File: config.mk
export PLATFORM = sky130hd
export DESIGN_NAME = cpeg_div
export DESIGN_NICKNAME = d
export VERILOG_FILES = /design/src/rtl/cpeg_div.sv
export SDC_FILE = /design/constraint.sdc
export NUM_CORES = 2
export LEC_CHECK = 0
export BUFFER_PORTS_ARGS = -buffer_cell sky130_fd_sc_hd__buf_2
export CORE_ASPECT_RATIO = 1.2
export CORE_MARGIN = 10
export CORE_UTILIZATION = 45
export DETAILED_ROUTE_END_ITERATION = 16
export HOLD_SLACK_MARGIN = 0.1
export PLACE_DENSITY = 0.71
export RECOVER_POWER = 25
export SYNTH_ARGS = -nofsm -noshare
export SYNTH_HDL_FRONTEND = slang
export SYNTH_SLANG_ARGS = --single-unit
File: constraint.sdc
create_clock -name clk_i -period 3.8 [get_ports clk_i]
set_input_delay 0.57 -clock clk_i [delete_from_list [all_inputs] [get_ports clk_i]]
set_output_delay 0.57 -clock clk_i [all_outputs]
set_load 0.005 [all_outputs]
File: src/rtl/cpeg_div.sv
module cpeg_div #(
  parameter int unsigned DW = 32,
  parameter int unsigned QW = 32
) (
  input  logic          clk_i,
  input  logic          en_i,
  input  logic [DW-1:0] hi_i,
  input  logic [QW-1:0] lo_i,
  input  logic [DW-1:0] den_i,
  output logic [QW-1:0] quo_o
);

  logic [DW-1:0] rem_q [QW-1];
  logic [DW-1:0] den_q [QW-1];
  logic [QW-1:0] lo_q  [QW];

  for (genvar g = 0; g < QW; g++) begin : g_step
    logic [DW-1:0] rem_in;
    logic [DW-1:0] den_in;
    logic [QW-1:0] lo_in;
    logic [DW:0]   cur;
    logic          ge;

    if (g == 0) begin : g_first
      assign rem_in = hi_i;
      assign den_in = den_i;
      assign lo_in  = lo_i;
    end else begin : g_next
      assign rem_in = rem_q[g-1];
      assign den_in = den_q[g-1];
      assign lo_in  = lo_q[g-1];
    end

    assign cur = {rem_in, lo_in[QW-1]};
    assign ge  = (cur >= {1'b0, den_in});

    always_ff @(posedge clk_i) begin
      if (en_i) begin
        lo_q[g] <= {lo_in[QW-2:0], ge};
      end
    end

    if (g < QW - 1) begin : g_carry
      always_ff @(posedge clk_i) begin
        if (en_i) begin
          rem_q[g] <= ge ? DW'(cur - {1'b0, den_in}) : cur[DW-1:0];
          den_q[g] <= den_in;
        end
      end
    end
  end

  assign quo_o = lo_q[QW-1];

endmodule

==> flow_summary_export.csv <==
group,metric,value,unit
status,status,"finished with violations",
status,violations,"DRC",
power_and_ir_drop,pwr-share-clk,19.9,%
power_and_ir_drop,switching_power,58690,uW
sta,hold_viol_final,0,
sta,fin_crit_sh,96.89,%
global_routing,grt_max_degree,166,
final_layout,final_area,181600,sq um
sta,drv_slew,0,
global_routing,grt_usage,19.22,%
sta,fin_ws,118.2,ps
place,dp_hpwl,280.2,mm
power_and_ir_drop,p_per_area,878.5,nW/um^2
sta,min_period,3682,ps
die,io_pins,130,
place,port_buffers,129,
clock_network,htree_levels,5,
die,die_w,558.6,microns
routing,vias,103500,
place,preCtsSetupSlack,-176.6,ps
routing,routedWlPerCell,19.47,microns
worst_setup_path,critical_path_class,"register to register",
job,maxCapViolCount,0,
clock_network,clkLatencyLatePin,940,ps
global_routing,grt_pass1_wl,570.6,mm
place,dpl_cell_area,169400,sq um
synth,syn_inst,13100,
sta,whs,339.5,ps
sta,fin_skew,74.85,ps
sta,relSlewSlack,32.99,%
min_path,min_path_type,"input pin to register",
synth,synth.area.top_cells,"edfxtp_1 (58%), ha_1 (8.2%), a21oi_1 (3.3%)",
synth,synth_edf_count,3008,
synth,synth_cell_types,99,
synth,ys.flop_type,"edfxtp_1",
power_and_ir_drop,ir_drop,0.4178,mV
power_and_ir_drop,seq_power_share,33.0,%
worst_setup_path,crit_chain,"inv_2 -> ha_4 -> nor2b_1 -> o31a_1 -> o31ai_2 -> buf_4 -> o21ai_1 -> buf_4 -> o2111ai_2 -> buf_4 -> nand2_1 -> a31oi_1 -> o21a_1 -> o41a_1 -> buf_12 -> clkbuf_16 -> mux2_2",
routing,drc,2,
clock_network,clockBufferDepth,4,
sta,worstMarginPinSlew,1005,ps
die,start_util,45.15,%
power_and_ir_drop,p_int,100900,uW
worst_setup_path,cpMaxStageDelayCell,"edfxtp_1",
sta,setup-violations-final,0,
sta,fmax,271.6,MHz
synth,async_reset_ff_share,0,%
routing,postRouteAntennaNets,0,
routing,viasPerCell,5.444,
die,std_cell_rows,237,
clock_network,cts.sinks,3008,
synth,syn_area,156700,sq um
worst_setup_path,max_stage_delay,410,ps
global_routing,grt_overflow,0,
clock_network,path_clk_slew,60,ps
synth,yosysMostFrequentCell,"edfxtp_1",
final_layout,final_nets,15360,
final_layout,drive_gt1_share,14.02,%
routing,drt_wl_total,370.3,mm
synth,yosysSeqAreaShare,57.66,%
min_path,hold_depth,2,
die,die_area,372200,sq um
power_and_ir_drop,p_leak,0.07440,uW
clock_network,numCtsBuffers,321,
worst_setup_path,r2r_slack,120,ps
worst_setup_path,cp.arrival,4340,ps
clock_network,cts_tree,"built",
global_routing,grt_pass1_vias,106400,
global_routing,antenna_found_initial,6,
synth,synth_common_cells,"edfxtp_1 (3008), inv_1 (1282), ha_1 (1024)",
power_and_ir_drop,combPwrFrac,47.1,%
worst_setup_path,reg2reg_depth,17,
synth,synthesis.nets,14250,
worst_setup_path,cp_max_fo,8,
synth,ys_warn_count,0,
final_layout,area_growth,15.93,%
place,place_congestion,0.9636,
worst_setup_path,end_kind,"register",
synth,synth_top_area_share,57.66,%
worst_setup_path,required,4460,ps
synth,synth.avg_cell_area,11.96,sq um
synth,synth_top_area_cell,"edfxtp_1",
worst_setup_path,crit_top_cell,"buf_4",
routing,drtPass1Iterations,13,
sta,grt_setup_unrepaired,"yes",
worst_setup_path,critPathLaunchType,"register",
power_and_ir_drop,switching_share,36.79,%
die,coreArea,346900,sq um
routing,drt_iter0_markers,6160,
synth,synth_seq_cells,3008,
clock_network,cts_root_buffer,"clkbuf_16",
die,fp.dieH,666.3,microns
-- routing by layer --
metal | global-route usage, % | routed length [microns]
met5 | 0 | 13
met4 | 12.11 | 27900
met3 | 2.400 | 13570
met2 | 37.73 | 202100
met1 | 18.71 | 126700
-- layout by cell type (no fill, tap or decap), drive strengths merged, types with 67 or more instances in the layout --
master / Yosys / final
buf: 85 / 995
nand4: 180 / 180
a31oi: 126 / 126
nand2b: 120 / 120
ha: 1024 / 1024
mux2: 383 / 383
o31ai: 67 / 67
a21o: 617 / 617
clkinv: 2 / 135
xnor2: 476 / 476
clkbuf: 262 / 421
dlygate4sd3: 0 / 96
inv: 1284 / 1297
a21oi: 1021 / 1021
nor2: 714 / 714
xor2: 339 / 339
edfxtp: 3008 / 3008
o21ai: 766 / 766
nand3: 186 / 186
nand2: 899 / 899
o21a: 128 / 128
and3: 106 / 106
nor2b: 126 / 126
o21bai: 117 / 117
a211oi: 92 / 92
nor3: 140 / 140
-- path summary, 6_finish.rpt --
check / from / endpoint
max: den_q[6][1] / rem_q[6][62]
min: lo_i[11] / lo_q[0][12]
max reg2reg: den_q[6][1] / rem_q[6][62]
min reg2reg: lo_q[1][197] / lo_q[1][230]
-- registers in the layout, indices dropped and copies added, names as in the netlist --
signal	flops
rem_q	992
den_q	992
lo_q	1024
-- per-stage QoR --
step | setup TNS (ps) | utilization (%) | instances | power (uW)
global route | -260.1 | 52.34 | 19010 | 169800
CTS | 0 | 52.20 | 18990 | 159500
detailed placement | -7539 | 48.81 | 18310 | 126600
floorplan | 0 | - | 13100 | 101700
global placement | -5881 | 48.81 | 18310 | 125600
finish | 0 | 52.35 | 19020 | 159500
-- cell type report --
| cell class | count | area (sq um) |
|---|---|---|
| well taps | 4541 | 5682 |
| clock buffers | 381 | 8364 |
| flip-flops and latches | 3008 | 90330 |
| diodes | 17 | 42.54 |
| repair buffers | 1131 | 9460 |
| fillers | 29500 | 165300 |
| inverters | 1286 | 4832 |
| multi-input cells | 8455 | 60680 |
| clock inverters | 199 | 2227 |
-- power groups by stage --
stage | logic (uW) | clock network (uW) | registers [uW]
after global routing | 82700 | 33900 | 53300
after detailed placement | 73400 | 0 | 53200
final | 75200 | 31700 | 52600
after CTS | 74300 | 32600 | 52600
after floorplan | 50700 | 0 | 51000
after global placement | 72500 | 0 | 53100
-- cell families (layout without fill, tap and decap cells) --
family | count (synthesis) | after routing | synth area share [%]
AND/OR/NAND/NOR | 2745 | 2745 | 8.260
flip-flops | 3008 | 3008 | 57.66
adder cells (fa/ha/maj) | 1055 | 1055 | 8.575
multiplexers | 422 | 422 | 3.050
other | 0 | 17 | 0
AO/OA/AOI/OAI | 3418 | 3418 | 13.90
XOR/XNOR | 815 | 815 | 4.557
buffers and inverters | 1633 | 2997 | 3.996
-- critical path: cells and delay by family, from the launching register on --
family / cells / cell delay (ps)
compound gates: 7 / 1290
fa+ha+maj: 1 / 200
buf+inv: 6 / 940
flops: 1 / 410
mux: 1 / 340
simple gates: 2 / 210
-- what timing repair did --
item                       4_1_cts  5_1_grt
setup buffers                    2       10
gates cloned                     2        4
hold endpoints to repair       111        0
hold buffers                    96        0
setup endpoints to repair       78      268
gates resized for setup         21       72
pin swaps                        3       14
No activity file was read; power rests on OpenSTA's default activity.
