## src/rtl/cpeg_pkg.sv

```systemverilog
package cpeg_pkg;

  localparam int unsigned AXES    = 3;
  localparam int unsigned POS_W   = 32;
  localparam int unsigned CHG_W   = 16;
  localparam int unsigned OUT_W   = 48;
  localparam int unsigned DIFF_W  = POS_W + 1;
  localparam int unsigned MAG_W   = POS_W;
  localparam int unsigned AQ_W    = 2 * CHG_W - 1;
  localparam int unsigned R2_W    = 2 * MAG_W;
  localparam int unsigned K_W     = 5;
  localparam int unsigned RT_W    = R2_W / 2;
  localparam int unsigned CQ_FRAC = 30;
  localparam int unsigned CQ_QW   = CQ_FRAC + 1;
  localparam int unsigned PROD_W  = AQ_W + CQ_QW;
  localparam int unsigned QUO_W   = 64;
  localparam int unsigned GSH_W   = 7;
  localparam int unsigned ESH_W   = 6;
  localparam int unsigned GSH_BASE = QUO_W - 2;
  localparam int unsigned ESH_BASE = QUO_W - 16;

  localparam int unsigned PREP_LAT = 5;
  localparam int unsigned SQRT_LAT = RT_W;
  localparam int unsigned LATENCY  = PREP_LAT + SQRT_LAT + CQ_QW + 1 + QUO_W + 2;

  localparam logic [DIFF_W-1:0] MAG_LIMIT = DIFF_W'(1) << (POS_W - 1);
  localparam logic [R2_W-1:0]   R2_FLOOR  = R2_W'(1) << (R2_W - 2);
  localparam logic [OUT_W-1:0]  POS_CAP   = {1'b0, {(OUT_W-1){1'b1}}};
  localparam logic [OUT_W-1:0]  NEG_CAP   = {1'b1, {(OUT_W-1){1'b0}}};

  typedef enum logic {
    OP_CROSS = 1'b0,
    OP_INTRA = 1'b1
  } op_e;

  typedef struct packed {
    op_e                operation;
    logic               excluded;
    logic signed [31:0] first_x;
    logic signed [31:0] first_y;
    logic signed [31:0] first_z;
    logic signed [31:0] second_x;
    logic signed [31:0] second_y;
    logic signed [31:0] second_z;
    logic signed [15:0] first_charge;
    logic signed [15:0] second_charge;
  } pair_t;

  typedef struct packed {
    op_e                        op;
    logic                       excl;
    logic                       zero;
    logic                       qneg;
    logic                       s;
    logic [AXES-1:0]            dneg;
    logic [AQ_W-1:0]            aq;
    logic [AXES-1:0][MAG_W-1:0] magp;
    logic [K_W-1:0]             k;
    logic [R2_W-1:0]            r2n;
  } prep_t;

  typedef struct packed {
    op_e             op;
    logic            excl;
    logic            zero;
    logic            qneg;
    logic            s;
    logic [AXES-1:0] dneg;
    logic [AQ_W-1:0] aq;
    logic [K_W-1:0]  k;
    logic [R2_W-1:0] r2n;
    logic [RT_W-1:0] rn;
  } norm_t;

  typedef struct packed {
    logic             excl;
    logic             zero;
    logic             qneg;
    logic [AXES-1:0]  dneg;
    logic [GSH_W-1:0] gsh;
    logic [ESH_W-1:0] esh;
  } tail_t;

  typedef struct packed {
    logic [OUT_W-1:0] val;
    logic             sat;
  } clip_t;

  function automatic clip_t clip_sign(input logic [QUO_W-1:0] mag, input logic neg);
    clip_t            r;
    logic [QUO_W-1:0] cap;
    logic [QUO_W-1:0] m;
    cap   = neg ? QUO_W'(NEG_CAP) : QUO_W'(POS_CAP);
    r.sat = mag > cap;
    m     = r.sat ? cap : mag;
    r.val = neg ? (OUT_W'(0) - m[OUT_W-1:0]) : m[OUT_W-1:0];
    return r;
  endfunction

endpackage

```

## src/rtl/cpeg_sqrt.sv

```systemverilog
module cpeg_sqrt (
  input  logic                      clk_i,
  input  logic                      en_i,
  input  logic [cpeg_pkg::R2_W-1:0] x_i,
  output logic [cpeg_pkg::RT_W-1:0] root_o
);

  localparam int unsigned N   = cpeg_pkg::RT_W;
  localparam int unsigned RMW = N + 2;

  logic [RMW-1:0]            rem_q  [N-1];
  logic [N-1:0]              root_q [N];
  logic [cpeg_pkg::R2_W-1:0] xs_q   [N-1];

  for (genvar g = 0; g < N; g++) begin : g_step
    logic [RMW-1:0]            rem_in;
    logic [N-1:0]              root_in;
    logic [cpeg_pkg::R2_W-1:0] xs_in;
    logic [RMW+1:0]            cur;
    logic [RMW+1:0]            trial;
    logic                      ge;

    if (g == 0) begin : g_first
      assign rem_in  = '0;
      assign root_in = '0;
      assign xs_in   = x_i;
    end else begin : g_next
      assign rem_in  = rem_q[g-1];
      assign root_in = root_q[g-1];
      assign xs_in   = xs_q[g-1];
    end

    assign cur   = {rem_in, xs_in[cpeg_pkg::R2_W-1 -: 2]};
    assign trial = {2'b00, root_in, 2'b01};
    assign ge    = (cur >= trial);

    always_ff @(posedge clk_i) begin
      if (en_i) begin
        root_q[g] <= {root_in[N-2:0], ge};
      end
    end

    if (g < N - 1) begin : g_carry
      always_ff @(posedge clk_i) begin
        if (en_i) begin
          rem_q[g] <= ge ? RMW'(cur - trial) : cur[RMW-1:0];
          xs_q[g]  <= xs_in << 2;
        end
      end
    end
  end

  assign root_o = root_q[N-1];

endmodule

```

## config.mk

```make
export PLATFORM = sky130hd
export DESIGN_NAME = cpeg_sqrt
export DESIGN_NICKNAME = d
export VERILOG_FILES = /design/src/rtl/cpeg_pkg.sv /design/src/rtl/cpeg_sqrt.sv
export SDC_FILE = /design/constraint.sdc
export NUM_CORES = 2
export LEC_CHECK = 0
export ABC_CLOCK_PERIOD_IN_PS = 6400
export BUFFER_PORTS_ARGS = -buffer_cell sky130_fd_sc_hd__buf_4
export CAP_MARGIN = 20
export CORE_MARGIN = 10
export CORE_UTILIZATION = 65
export CTS_BUF_LIST = sky130_fd_sc_hd__clkbuf_16
export DETAILED_ROUTE_END_ITERATION = 10
export GPL_TIMING_DRIVEN = 0
export PLACE_DENSITY = 0.86
export SLEW_MARGIN = 20
export SYNTH_ARGS = -nofsm -noshare
export SYNTH_HDL_FRONTEND = slang
export SYNTH_SLANG_ARGS = --single-unit
```

## constraint.sdc

```tcl
create_clock -name clk_i -period 6.4 [get_ports clk_i]
set_input_delay 1.28 -clock clk_i [delete_from_list [all_inputs] [get_ports clk_i]]
set_output_delay 1.28 -clock clk_i [all_outputs]
set_load 0.005 [all_outputs]
```

==> results.cfg <==
[min_path]
hold_path_depth = 0
hold_class = flop to flop
holdCritStartpoint = xs_q[0][22]$_DFFE_PP_
worstHoldEndpoint = xs_q[1][24]$_DFFE_PP_

[setup_path]
worstSetupPathType = flop to flop
reg2reg_depth = 12
crit_top_cell = clkbuf_1
cp-end-kind = flop
r2r_slack_ns = 1.0
cp-start-kind = flop
path_max_fanout = 10
cp_cell_sequence = ha_1, nor2b_1, o21ai_0, a21oi_1, o21ai_0, a211oi_1, nor4b_1, or4b_2, clkbuf_1, clkbuf_1, clkbuf_1, a21oi_1
cp.arrival_ns = 6.10
max_stage_delay_ns = 0.99
crit_required_ns = 7.10
r2r-end = rem_q[0][478]$_DFFE_PP_
crit_slowest_cell = nor4b_1
rr_startpoint = rem_q[0][442]$_DFFE_PP_

[timing]
timing.final.crit_share = 0.844
finalCriticalPeriod_ns = 5.40
setup_viol = 0
fmaxAchievable_mhz = 185
rsz0062_at_grt = no
fin_skew_ns = 0.0597
maxSlewViolCount = 0
worst_pin_slew_ns = 1.12
setup_tns_ns = 0
timing_hold_violations_final = 0
max_slew_margin = 0.243

[die]
initial_core_util = 0.656
die_h_um = 445
fp.dieW_um = 445
die-area_sq_um = 198000
core_sq_um = 179000
ios = 98
rows = 155

[synthesis]
postSynth.asyncResetShare = 0
synthesis.area_sq_um = 117000
synth_top_flop_cell = edfxtp_1
synth_edf_count = 2523
yosysWarnings = 0
synth.avg_cell_area_sq_um = 13.0
syn_nets = 9690
ys_types = 98
synthCells = 9062
synth-seq-cells = 2523
ys_seq_area_frac = 0.646

[route]
avgRoutedWirePerCell_um = 21.5
routed_wirelength_um = 258000
vias = 73800
dr.first_iter.drc_count = 7848
drc = 0
dr.pass1.iters = 7
viasPerCell = 6.16
ant_nets = 0

[power_and_ir_drop]
peakVddDrop_uv = 384
power_leakage_nw = 50.0
p_per_area_nw_per_um2 = 358

[cts]
clock_latency_ns = 0.94
clkSinkCount = 2523
clkTransAtPathRegs_ns = 0.07
numCtsBuffers = 241
htree_levels = 4
post_cts_resized = 0
clk_path_buf_depth = 3
cts_tree = built
cts_hold_buf = 0
cts_setup_buffers = 0
cts-root-buf = clkbuf_16

[placed_design]
dpl_cell_area_sq_um = 121000
gp_congestion = 0.946
hpwlAfterDp_um = 178000
port-buffer-count = 97

[grt]
grt-ovfl-total = 0
antenna_found_initial = 5
first_global_vias = 72600
grt_pass1_wl_um = 404000
grt_max_degree = 173
grt_usage = 0.256

[finish]
final_area_sq_um = 130000
area_growth_pct = 10.7
fin_nets = 10000
drive_gt1_frac = 0.0695
fillers = 11300

[status]
status = completed

[flow_run]
cap_violations = 0
report_power, final:
part	leakage [nW]	internal [W]	switching, W
Sequential	24.3	0.0209	0.00144
Combinational	21.5	0.00378	0.00555
Clock	4.20	0.00852	0.00646
Total	50.0	0.0331	0.0134
per-stage QoR:
stage / power, W / hold WS, ns / cells / setup WS (ns) / util
detailed placement: 0.0317 / 0.405 / 11500 / 1.05 / 0.679
global placement: 0.0320 / 0.400 / 11500 / -16.97 / 0.676
finish: 0.0466 / 0.367 / 12000 / 0.998 / 0.726
CTS: 0.0467 / 0.362 / 12000 / 1.35 / 0.726
global route: 0.0486 / 0.380 / 12000 / 0.888 / 0.726
floorplan: 0.0286 / 0.400 / 9062 / 2.94 / -
layer usage:
metal	vias up	GRT usage	wire, um
li1	34300	-	-
met1	35800	0.331	103000
met2	2988	0.440	128000
met3	757	0.0400	16700
met4	6	0.0943	10000
met5	-	0	33
logic make-up after synthesis:
group	share of synthesized area
other	0.0000320
and+or+nand+nor	0.0991
AOI/OAI and AO/OA	0.0968
xor gates and xnor gates	0.0622
muxes	0.00680
buffers and inverters	0.0296
DFF	0.646
adders and majority gates	0.0599
flip-flops by register name (all words and copies together) (netlist names):
register / flops
rem_q: 1003
xs_q: 992
root_q: 528
cells in the mapped netlist (47+ instances only):
| cell | instances | area share |
|---|---|---|
| a21oi_1 | 542 | 0.023 |
| nor2b_1 | 73 | 0.0039 |
| edfxtp_1 | 2523 | 0.65 |
| or4_1 | 57 | 0.0036 |
| xor2_1 | 424 | 0.032 |
| a21o_1 | 246 | 0.016 |
| ha_1 | 562 | 0.060 |
| nor3_1 | 237 | 0.010 |
| o21ai_0 | 484 | 0.021 |
| nor2_1 | 544 | 0.017 |
| nand2b_1 | 111 | 0.0059 |
| o31ai_1 | 70 | 0.0045 |
| or3_1 | 93 | 0.0050 |
| clkbuf_1 | 143 | 0.0046 |
| nand4_1 | 102 | 0.0054 |
| xnor2_1 | 409 | 0.031 |
| nand2_1 | 611 | 0.020 |
| a211oi_1 | 50 | 0.0032 |
| mux2_2 | 58 | 0.0056 |
| nand3_1 | 152 | 0.0065 |
| nor4_1 | 127 | 0.0068 |
| o21a_1 | 98 | 0.0063 |
| inv_1 | 725 | 0.023 |
| o21bai_1 | 47 | 0.0030 |
cell usage in the layout (no fill, tap or decap), types with 50 or more instances in the layout:
cell type,netlist,final
edfxtp_1,2523,2523
inv_1,725,758
nand2_1,611,611
ha_1,562,562
nor2_1,544,544
a21oi_1,542,542
o21ai_0,484,484
xor2_1,424,424
xnor2_1,409,409
a21o_1,246,246
clkbuf_16,0,241
nor3_1,237,237
nand3_1,152,152
clkbuf_1,143,143
nor4_1,127,127
nand2b_1,111,111
nand4_1,102,102
buf_4,3,99
o21a_1,98,98
or3_1,93,93
nor2b_1,73,73
o31ai_1,70,70
mux2_2,58,58
or4_1,57,57
clkinv_1,3,51
a211oi_1,50,50
worst max-delay path by stage:
| stage | from | to | slack, ns | depth (start not counted) |
|---|---|---|---|---|
| floorplan | rem_q[0][442]$_DFFE_PP_ | rem_q[0][490]$_DFFE_PP_ | 2.94 | 11 |
| detailed placement | en_i | rem_q[1][241]$_DFFE_PP_ | 1.05 | 6 |
| global route | root_q[1][160]$_DFFE_PP_ | rem_q[0][478]$_DFFE_PP_ | 0.89 | 13 |
| CTS | rem_q[0][442]$_DFFE_PP_ | rem_q[0][478]$_DFFE_PP_ | 1.35 | 12 |
| global placement | en_i | root_q[2][225]$_DFFE_PP_ | -16.97 | 1 |
| finish | rem_q[0][442]$_DFFE_PP_ | rem_q[0][478]$_DFFE_PP_ | 1.0 | 12 |
critical path: cells and delay by family, from the launching register on:
family | cells | cell delay [ns]
flip-flops | 1 | 0.41
buffers and inverters | 3 | 1.09
AO/OA/AOI/OAI | 5 | 1.49
AND/OR/NAND/NOR | 3 | 1.82
adder cells (fa/ha/maj) | 1 | 0.39
layout make-up:
type	instances	area (sq um)	area share
plain buffers	179	728	0.00560
repair buffers	113	1190	0.00915
well taps	2355	2950	0.0227
flip-flops and latches	2523	75800	0.583
inverters	731	2750	0.0211
diodes	1	2.50	0.0000193
multi-input cells	5629	38100	0.293
clock buffers	241	6030	0.0464
clock inverters	218	2440	0.0188
(Power assumes the default switching activity.)
