<file path="src/rtl/cpeg_delay.sv">
module cpeg_delay #(
  parameter int unsigned W = 8,
  parameter int unsigned D = 2
) (
  input  logic         clk_i,
  input  logic         rst_ni,
  input  logic         en_i,
  input  logic         vld_i,
  input  logic [W-1:0] dat_i,
  output logic         vld_o,
  output logic [W-1:0] dat_o
);

  logic [D-1:0] vld_q;
  logic [W-1:0] dat_q [D];

  always_ff @(posedge clk_i or negedge rst_ni) begin
    if (!rst_ni) begin
      vld_q <= '0;
    end else if (en_i) begin
      vld_q <= {vld_q[D-2:0], vld_i};
    end
  end

  always_ff @(posedge clk_i) begin
    if (en_i) begin
      dat_q[0] <= dat_i;
      for (int i = 1; i < D; i++) begin
        dat_q[i] <= dat_q[i-1];
      end
    end
  end

  assign vld_o = vld_q[D-1];
  assign dat_o = dat_q[D-1];

endmodule

</file>
<file path="config.mk">
export PLATFORM = sky130hd
export DESIGN_NAME = cpeg_delay
export DESIGN_NICKNAME = d
export VERILOG_FILES = /design/src/rtl/cpeg_delay.sv
export SDC_FILE = /design/constraint.sdc
export NUM_CORES = 1
export LEC_CHECK = 0
export BUFFER_PORTS_ARGS = -buffer_cell sky130_fd_sc_hd__buf_2
export CAP_MARGIN = 0
export CELL_PAD_IN_SITES_DETAIL_PLACEMENT = 1
export CELL_PAD_IN_SITES_GLOBAL_PLACEMENT = 1
export CORE_MARGIN = 5
export CORE_UTILIZATION = 41
export DETAILED_ROUTE_END_ITERATION = 16
export MAX_ROUTING_LAYER = met4
export PLACE_DENSITY = 0.83
export SETUP_SLACK_MARGIN = 0.5
export SKIP_CTS_REPAIR_TIMING = 1
export SKIP_LAST_GASP = 1
export SYNTH_ARGS = -nofsm -noshare
export SYNTH_HDL_FRONTEND = slang
export SYNTH_SLANG_ARGS = --single-unit
</file>
<file path="constraint.sdc">
create_clock -name clk_i -period 2.2 [get_ports clk_i]
set_input_delay 0 -clock clk_i [delete_from_list [all_inputs] [get_ports clk_i]]
set_output_delay 0 -clock clk_i [all_outputs]
set_load 0.03 [all_outputs]
</file>
==> out/qor.yml, run 1 <==
grt_usage_pct: 7.88
critPathKind: "reg2out"
std_cell_rows: 14
yosysTopAreaCell: "edfxtp_1"
viasPerCell: 4.26
gp_congestion: 0.599
synthesis.area_um2: 613
rsz0062_at_grt: "no"
grt.busiest_layer: "met2"
grt_overflow: 0
path_cells: "buf_2"
cp_top_family: "flip-flops"
syn_nets: 40
yosysWarnings: 0
worst_slack_ns: 1.36
hold_violations: 0
tns_ns: 0
initial_core_util_pct: 42.2
skew_ns: 0.00244
ios: 21
drc_errors: 0
min_period_ns: 0.838
syn_area_per_cell_um2: 21.9
synthCells: 28
crit_required_ns: 2.20
globalRouteMet2Util_pct: 10.0
finalNonFillerCells: 70
fp.dieW_um: 48.7
postPlaceCellArea_um2: 673
antenna_left: 0
peakVddDrop_mv: 0.427
cts.sinks: 18
crit_path_end_kind: "primary output"
post_drt_wl_per_cell_um: 12.7
crit_fanout: 1
maxCapViolCount: 0
first_pass_iters: 1
drive_gt1_share_pct: 46.3
finalCritPeriodShare_pct: 38.1
gr-usage-met3_pct: 3.99
final_area_um2: 800
cts_tree: "yes"
dp_slack_ns: 1.34
slew-limit-headroom_pct: 74.2
outcome: "completed"
cts_buffers: 3
critical-path-max-stage-delay_ns: 0.38
p_leak_nw: 0.323
clock_latency_ns: 0.27
ys_seq_elements: 18
nNetsFinal: 67
core_um2: 1450
die-area_um2: 2370
dr_total_vias: 298
critPathBufInv: 1
p_per_area_nw_per_um2: 798
finalMaxSlewViolations: 0
diodes: 0
cts_root_buffer: "clkbuf_4"
crit_arrival_ns: 0.84
hold_path.class: "in2async"
fmax_mhz: 1190
wirelength_um: 892
grt_start_max_net_pins: 19
worst_slew_pin_slew_ns: 0.387
numPortBuffers: 20
grt_pass1_vias: 287
ys_seq_area_share_pct: 86.5
dp.cells: 56
antenna_found_initial: 0
initialDrtViolationCount: 0
syn2layout_area_growth_pct: 30.4
grt_pass1_wl_um: 1320
final-setup-viol-count: 0
critPathSlowestCell: "edfxtp_1"
total_power_uw: 638
clkTransAtPathRegs_ns: 0.09
met1_usage_pct: 8.37
ys_types: 4
clockBufferDepth: 2
htree_levels: 1
netlist_top_cells_area: "edfxtp_1 (78%), buf_4 (9.8%), dfrtp_1 (8.2%)"
yosys.area.top_type_share_pct: 78.4
critPathLaunchType: "flip-flop"
dieHeight_um: 48.7
-- worst paths after layout --
path / start / end / slack (ns) / depth (start not counted)
max: dat_q[0][10] / dat_o[2] / 1.36 / 1
min: rst_ni / vld_q[0] / 0.04 / 2
max reg2reg: vld_q[1] / vld_q[1] / 1.45 / 1
min reg2reg: dat_q[0][5] / dat_q[0][13] / 0.43 / 0
max in group asynchronous: rst_ni / vld_q[1] / 2.07 / 2
min in group clk_i: en_i / dat_q[0][4] / 0.16 / 1
-- registers in the layout, indices dropped and copies added, names as in the netlist --
register,count
dat_q,16
vld_q,2
-- layout by cell type (no fill, tap or decap), drive strengths merged --
cell type	synthesis	layout
buf	8	20
clkbuf	0	4
mux2	2	2
dfrtp	2	2
dlygate4sd3	0	10
edfxtp	16	16
-- layout make-up --
class                   instances  area [µm²]
repair buffers                 30         200
flip-flops and latches         18         531
well taps                      16        20.0
clock buffers                   4        26.3
fillers                       140         654
multi-input cells               2        22.5
-- synth_stat cells --
cell and instances:
edfxtp_1 16, buf_4 8, dfrtp_1 2, mux2_2 2
-- stage by stage --
stage	hold WS, ns	utilization, %
3_5_place_dp	-0.210	46.3
6_report	0.0358	55.0
2_1_floorplan	-0.296	-
4_1_cts	-0.511	48.1
5_1_grt	0.0164	55.0
3_3_place_gp	-0.215	46.3
-- report_power, final --
group	switching (mW)	internal, mW	leakage, nW
logic	0.0418	0.0304	0.128
clock network	0.0870	0.0701	0.0150
registers	0.00683	0.402	0.180
-- logic make-up (layout without fill, tap and decap cells) --
| kind of cell | count (synthesis) | after routing | share of synthesized area, % |
|---|---|---|---|
| buf+inv | 8 | 34 | 9.80 |
| flops | 18 | 18 | 86.5 |
| mux | 2 | 2 | 3.67 |
-- layer usage --
metal	wire length [µm]	vias to the layer above	share of wire [%]
met5	0	-	0
met4	21	0	2.4
met3	61	2	6.8
met2	432	14	48
met1	377	135	42
li1	-	147	-
Note: power is estimated with default switching activity, not from simulation.
==> inputs of run 2 (changes only) <==
- ABC_AREA: unset -> 1
- CORE_UTILIZATION: 41 -> 37
- PLACE_DENSITY: 0.83 -> 0.77
- clock period: 2.2 -> 0.8 ns (I/O delays scaled with it)
==> run 2 against run 1 <==
- the flow now finishes with violations (hold timing, setup timing)
- die area rose by 9.1%
- final cell count fell by 4.3%
- clock skew fell by 0.00069 ns
- sequential cell count did not move
- count of clock-buffer cells in the layout fell by 1
- synthesized area rose by 0.61%
- register-to-register slack got worse by 1.4 ns
- via count fell by 1.0%
- power rose to 2.7 times the previous value
- critical path depth did not move
- clock power rose to 2.7 times the previous value
==> out/qor.yml, run 2 <==
clkTransAtPathRegs_ns: 0.09  # about the same
initial_core_util_pct: 40.0  # -2.2 points
power.internal_mw: 1.38  # +170%
combPwrFrac_pct: 11.5  # +0.2 points
synth_commonest_cells: "edfxtp_1 (16), buf_4 (8), nand2_1 (6)"
fillers: 155  # +11%
synth-main-ff-cell: "edfxtp_1"
grt_usage_pct: 7.70  # -0.18 points
syn2layout_area_growth_pct: 26.4
yosys.area.top_type_share_pct: 77.9  # -0.48 points
dp_slack_ns: 0.0747  # -1.26 ns
hold_violations: 9  # +9
layout_commonest_cell: "edfxtp_1"
ios: 21  # unchanged
synth_edf_count: 16  # unchanged
cts_buffers: 3  # unchanged
diodes: 0  # unchanged
power_switching_uw: 374  # +180%
netSwitchingFraction_pct: 21.4  # +0.13 points
syn_nets: 45  # +13%
die-area_um2: 2580  # +9.1%
wirelength_um: 817  # -8.4%
seqPwrFrac_pct: 64.7  # +0.6 points
crit_required_ns: 0.80  # -1.40 ns
post_drt_wl_per_cell_um: 12.2  # -4.3%
outcome: "finished with violations"
drc_errors: 0  # unchanged
p_leak_nw: 0.325  # +0.52%
initialDrtViolationCount: 3  # +3
finalCritPeriodShare_pct: 107
syn_area_per_cell_um2: 18.7  # -15%
clock_latency_ns: 0.27  # about the same
viasPerCell: 4.40  # +3.4%
gp_congestion: 0.625  # +4.4%
largest_register: "dat_q"
synthCells: 33  # +18%
core_um2: 1540  # +6.0%
antenna_left: 0  # unchanged
path_cells: "buf_4"
peakVddDrop_mv: 1.06  # +150%
worst_slack_ns: -0.0543  # -1.42 ns
ys_seq_area_share_pct: 86.0  # -0.53 points
yosysMostFrequentCell: "edfxtp_1"
crit_path_end_kind: "primary output"
first_pass_iters: 2  # +1
grt_pass1_wl_um: 1370  # +3.2%
dp.cells: 61  # +8.9%
nNetsFinal: 64  # -4.5%
crit_arrival_ns: 0.85  # about the same
dr_total_vias: 295  # -1.0%
slew-limit-headroom_pct: 84.3  # +10 points
cp_top_family: "flip-flops"
grt_pass1_vias: 306  # +6.6%
final_core_util_pct: 50.6  # -4.4 points
p_per_area_nw_per_um2: 2240  # +180%
rsz0062_at_grt: "yes"
violations: "hold timing, setup timing"
ys_seq_elements: 18  # unchanged
hold_path.class: "in2reg"
yosysTopAreaCell: "edfxtp_1"
drive_gt1_share_pct: 51.0  # +4.7 points
clockBufferDepth: 2  # unchanged
hpwlAfterDp_um: 678
worst_slew_pin_slew_ns: 0.235  # -0.152 ns
fp.dieW_um: 50.8  # +4.4%
hold_ws_ns: -0.108  # -0.144 ns
critPathLaunchType: "flip-flop"
synthesis.area_um2: 617  # +0.61%
cts.sinks: 18  # unchanged
cts_root_buffer: "clkbuf_4"
crit_fanout: 2  # +1
final-setup-viol-count: 9  # +9
min_period_ns: 0.854
cts_tree: "yes"
netlist_top_cells_area: "edfxtp_1 (78%), buf_4 (9.7%), dfrtp_1 (8.1%)"
final_cell_mix: "edfxtp_1 (16), buf_2 (10), buf_6 (8)"
grt_overflow: 0  # unchanged
yosysWarnings: 0  # unchanged
fmax_mhz: 1170
antenna_found_initial: 0  # unchanged
critPathBufInv: 1  # unchanged
numPortBuffers: 20  # unchanged
ys_types: 5  # +1
dieHeight_um: 50.8  # +4.4%
maxCapViolCount: 0  # unchanged
finalMaxSlewViolations: 0  # unchanged
skew_ns: 0.00175  # -0.000692 ns
async_reset_ff_share_pct: 11.1  # unchanged
critical-path-max-stage-delay_ns: 0.41  # +0.03 ns
std_cell_rows: 14  # unchanged
reg.largest.list: "dat_q x16, vld_q x2"
htree_levels: 1  # unchanged
critPathSlowestCell: "dfrtp_2"
grt_start_max_net_pins: 20  # +1
finalNonFillerCells: 67  # -4.3%
largest_register_ffs: 16  # unchanged
clkPwrFrac_pct: 23.8  # -0.8 points
critPathKind: "reg2out"
run 2: cell types whose count changed after synthesis, sizes merged:
| cell | change |
|---|---|
| inv | +1 |
| mux2 | -2 |
| nand2 | +6 |
run 2: cell families after synthesis:
kind of cell,share of synthesized area [%]
buffers and inverters,10.3
DFF,86.0
and+or+nand+nor,3.65
run 2: power groups by stage:
stage          Sequential (mW)  Combinational (mW)  Clock (mW)
3_5_place_dp              1.15               0.154           0
2_1_floorplan             1.16               0.119           0
5_1_grt                   1.14               0.211       0.481
3_3_place_gp              1.14               0.151           0
6_report                  1.13               0.200       0.417
4_1_cts                   1.13               0.154       0.437
run 2: path summary, 6_finish.rpt:
path,slack [ns],startpoint,cells past startpoint,endpoint
min in group asynchronous,0.04,rst_ni,2,vld_q[0]
max in group asynchronous,0.66,rst_ni,2,vld_q[1]
worst max-delay path,-0.05,vld_q[1],1,vld_o
worst min-delay path,-0.11,dat_i[0],1,dat_q[0][0]
worst max register to register,0.06,vld_q[1],3,vld_q[1]
worst min register to register,0.43,dat_q[0][2],0,dat_q[0][10]
run 2: cell type report:
| type | instances | area [µm²] | area share [%] |
|---|---|---|---|
| clock inverters | 1 | 3.75 | 0.482 |
| flip-flops and latches | 18 | 532 | 68.2 |
| inverters | 1 | 3.75 | 0.482 |
| multi-input cells | 6 | 25.0 | 3.21 |
| well taps | 16 | 20.0 | 2.57 |
| clock buffers | 3 | 22.5 | 2.89 |
| repair buffers | 22 | 173 | 22.2 |
run 2: stage by stage:
stage | hold slack, ns | total power, mW | instance area [µm²] | TNS, ns
final | -0.108 | 1.75 | 779 | -0.213
after floorplan | -0.296 | 1.28 | 648 | 0
after detailed placement | -0.212 | 1.30 | 678 | 0
after global routing | -0.134 | 1.83 | 779 | -0.636
after CTS | -0.518 | 1.72 | 704 | -0.449
after global placement | -0.215 | 1.29 | 678 | 0
run 2: worst reg2reg max path, cell delays in order (launching register included):
cell	delay (ns)
dfrtp_2	0.41
buf_4	0.13
nand2_2	0.05
nand2_1	0.05
run 2: layer usage:
metal	share of wire, %	vias up	track usage, %
met4	2.3	0	6.38
met3	7.8	2	3.20
met1	42	134	8.22
met5	0	-	-
li1	-	144	-
met2	48	15	11.0
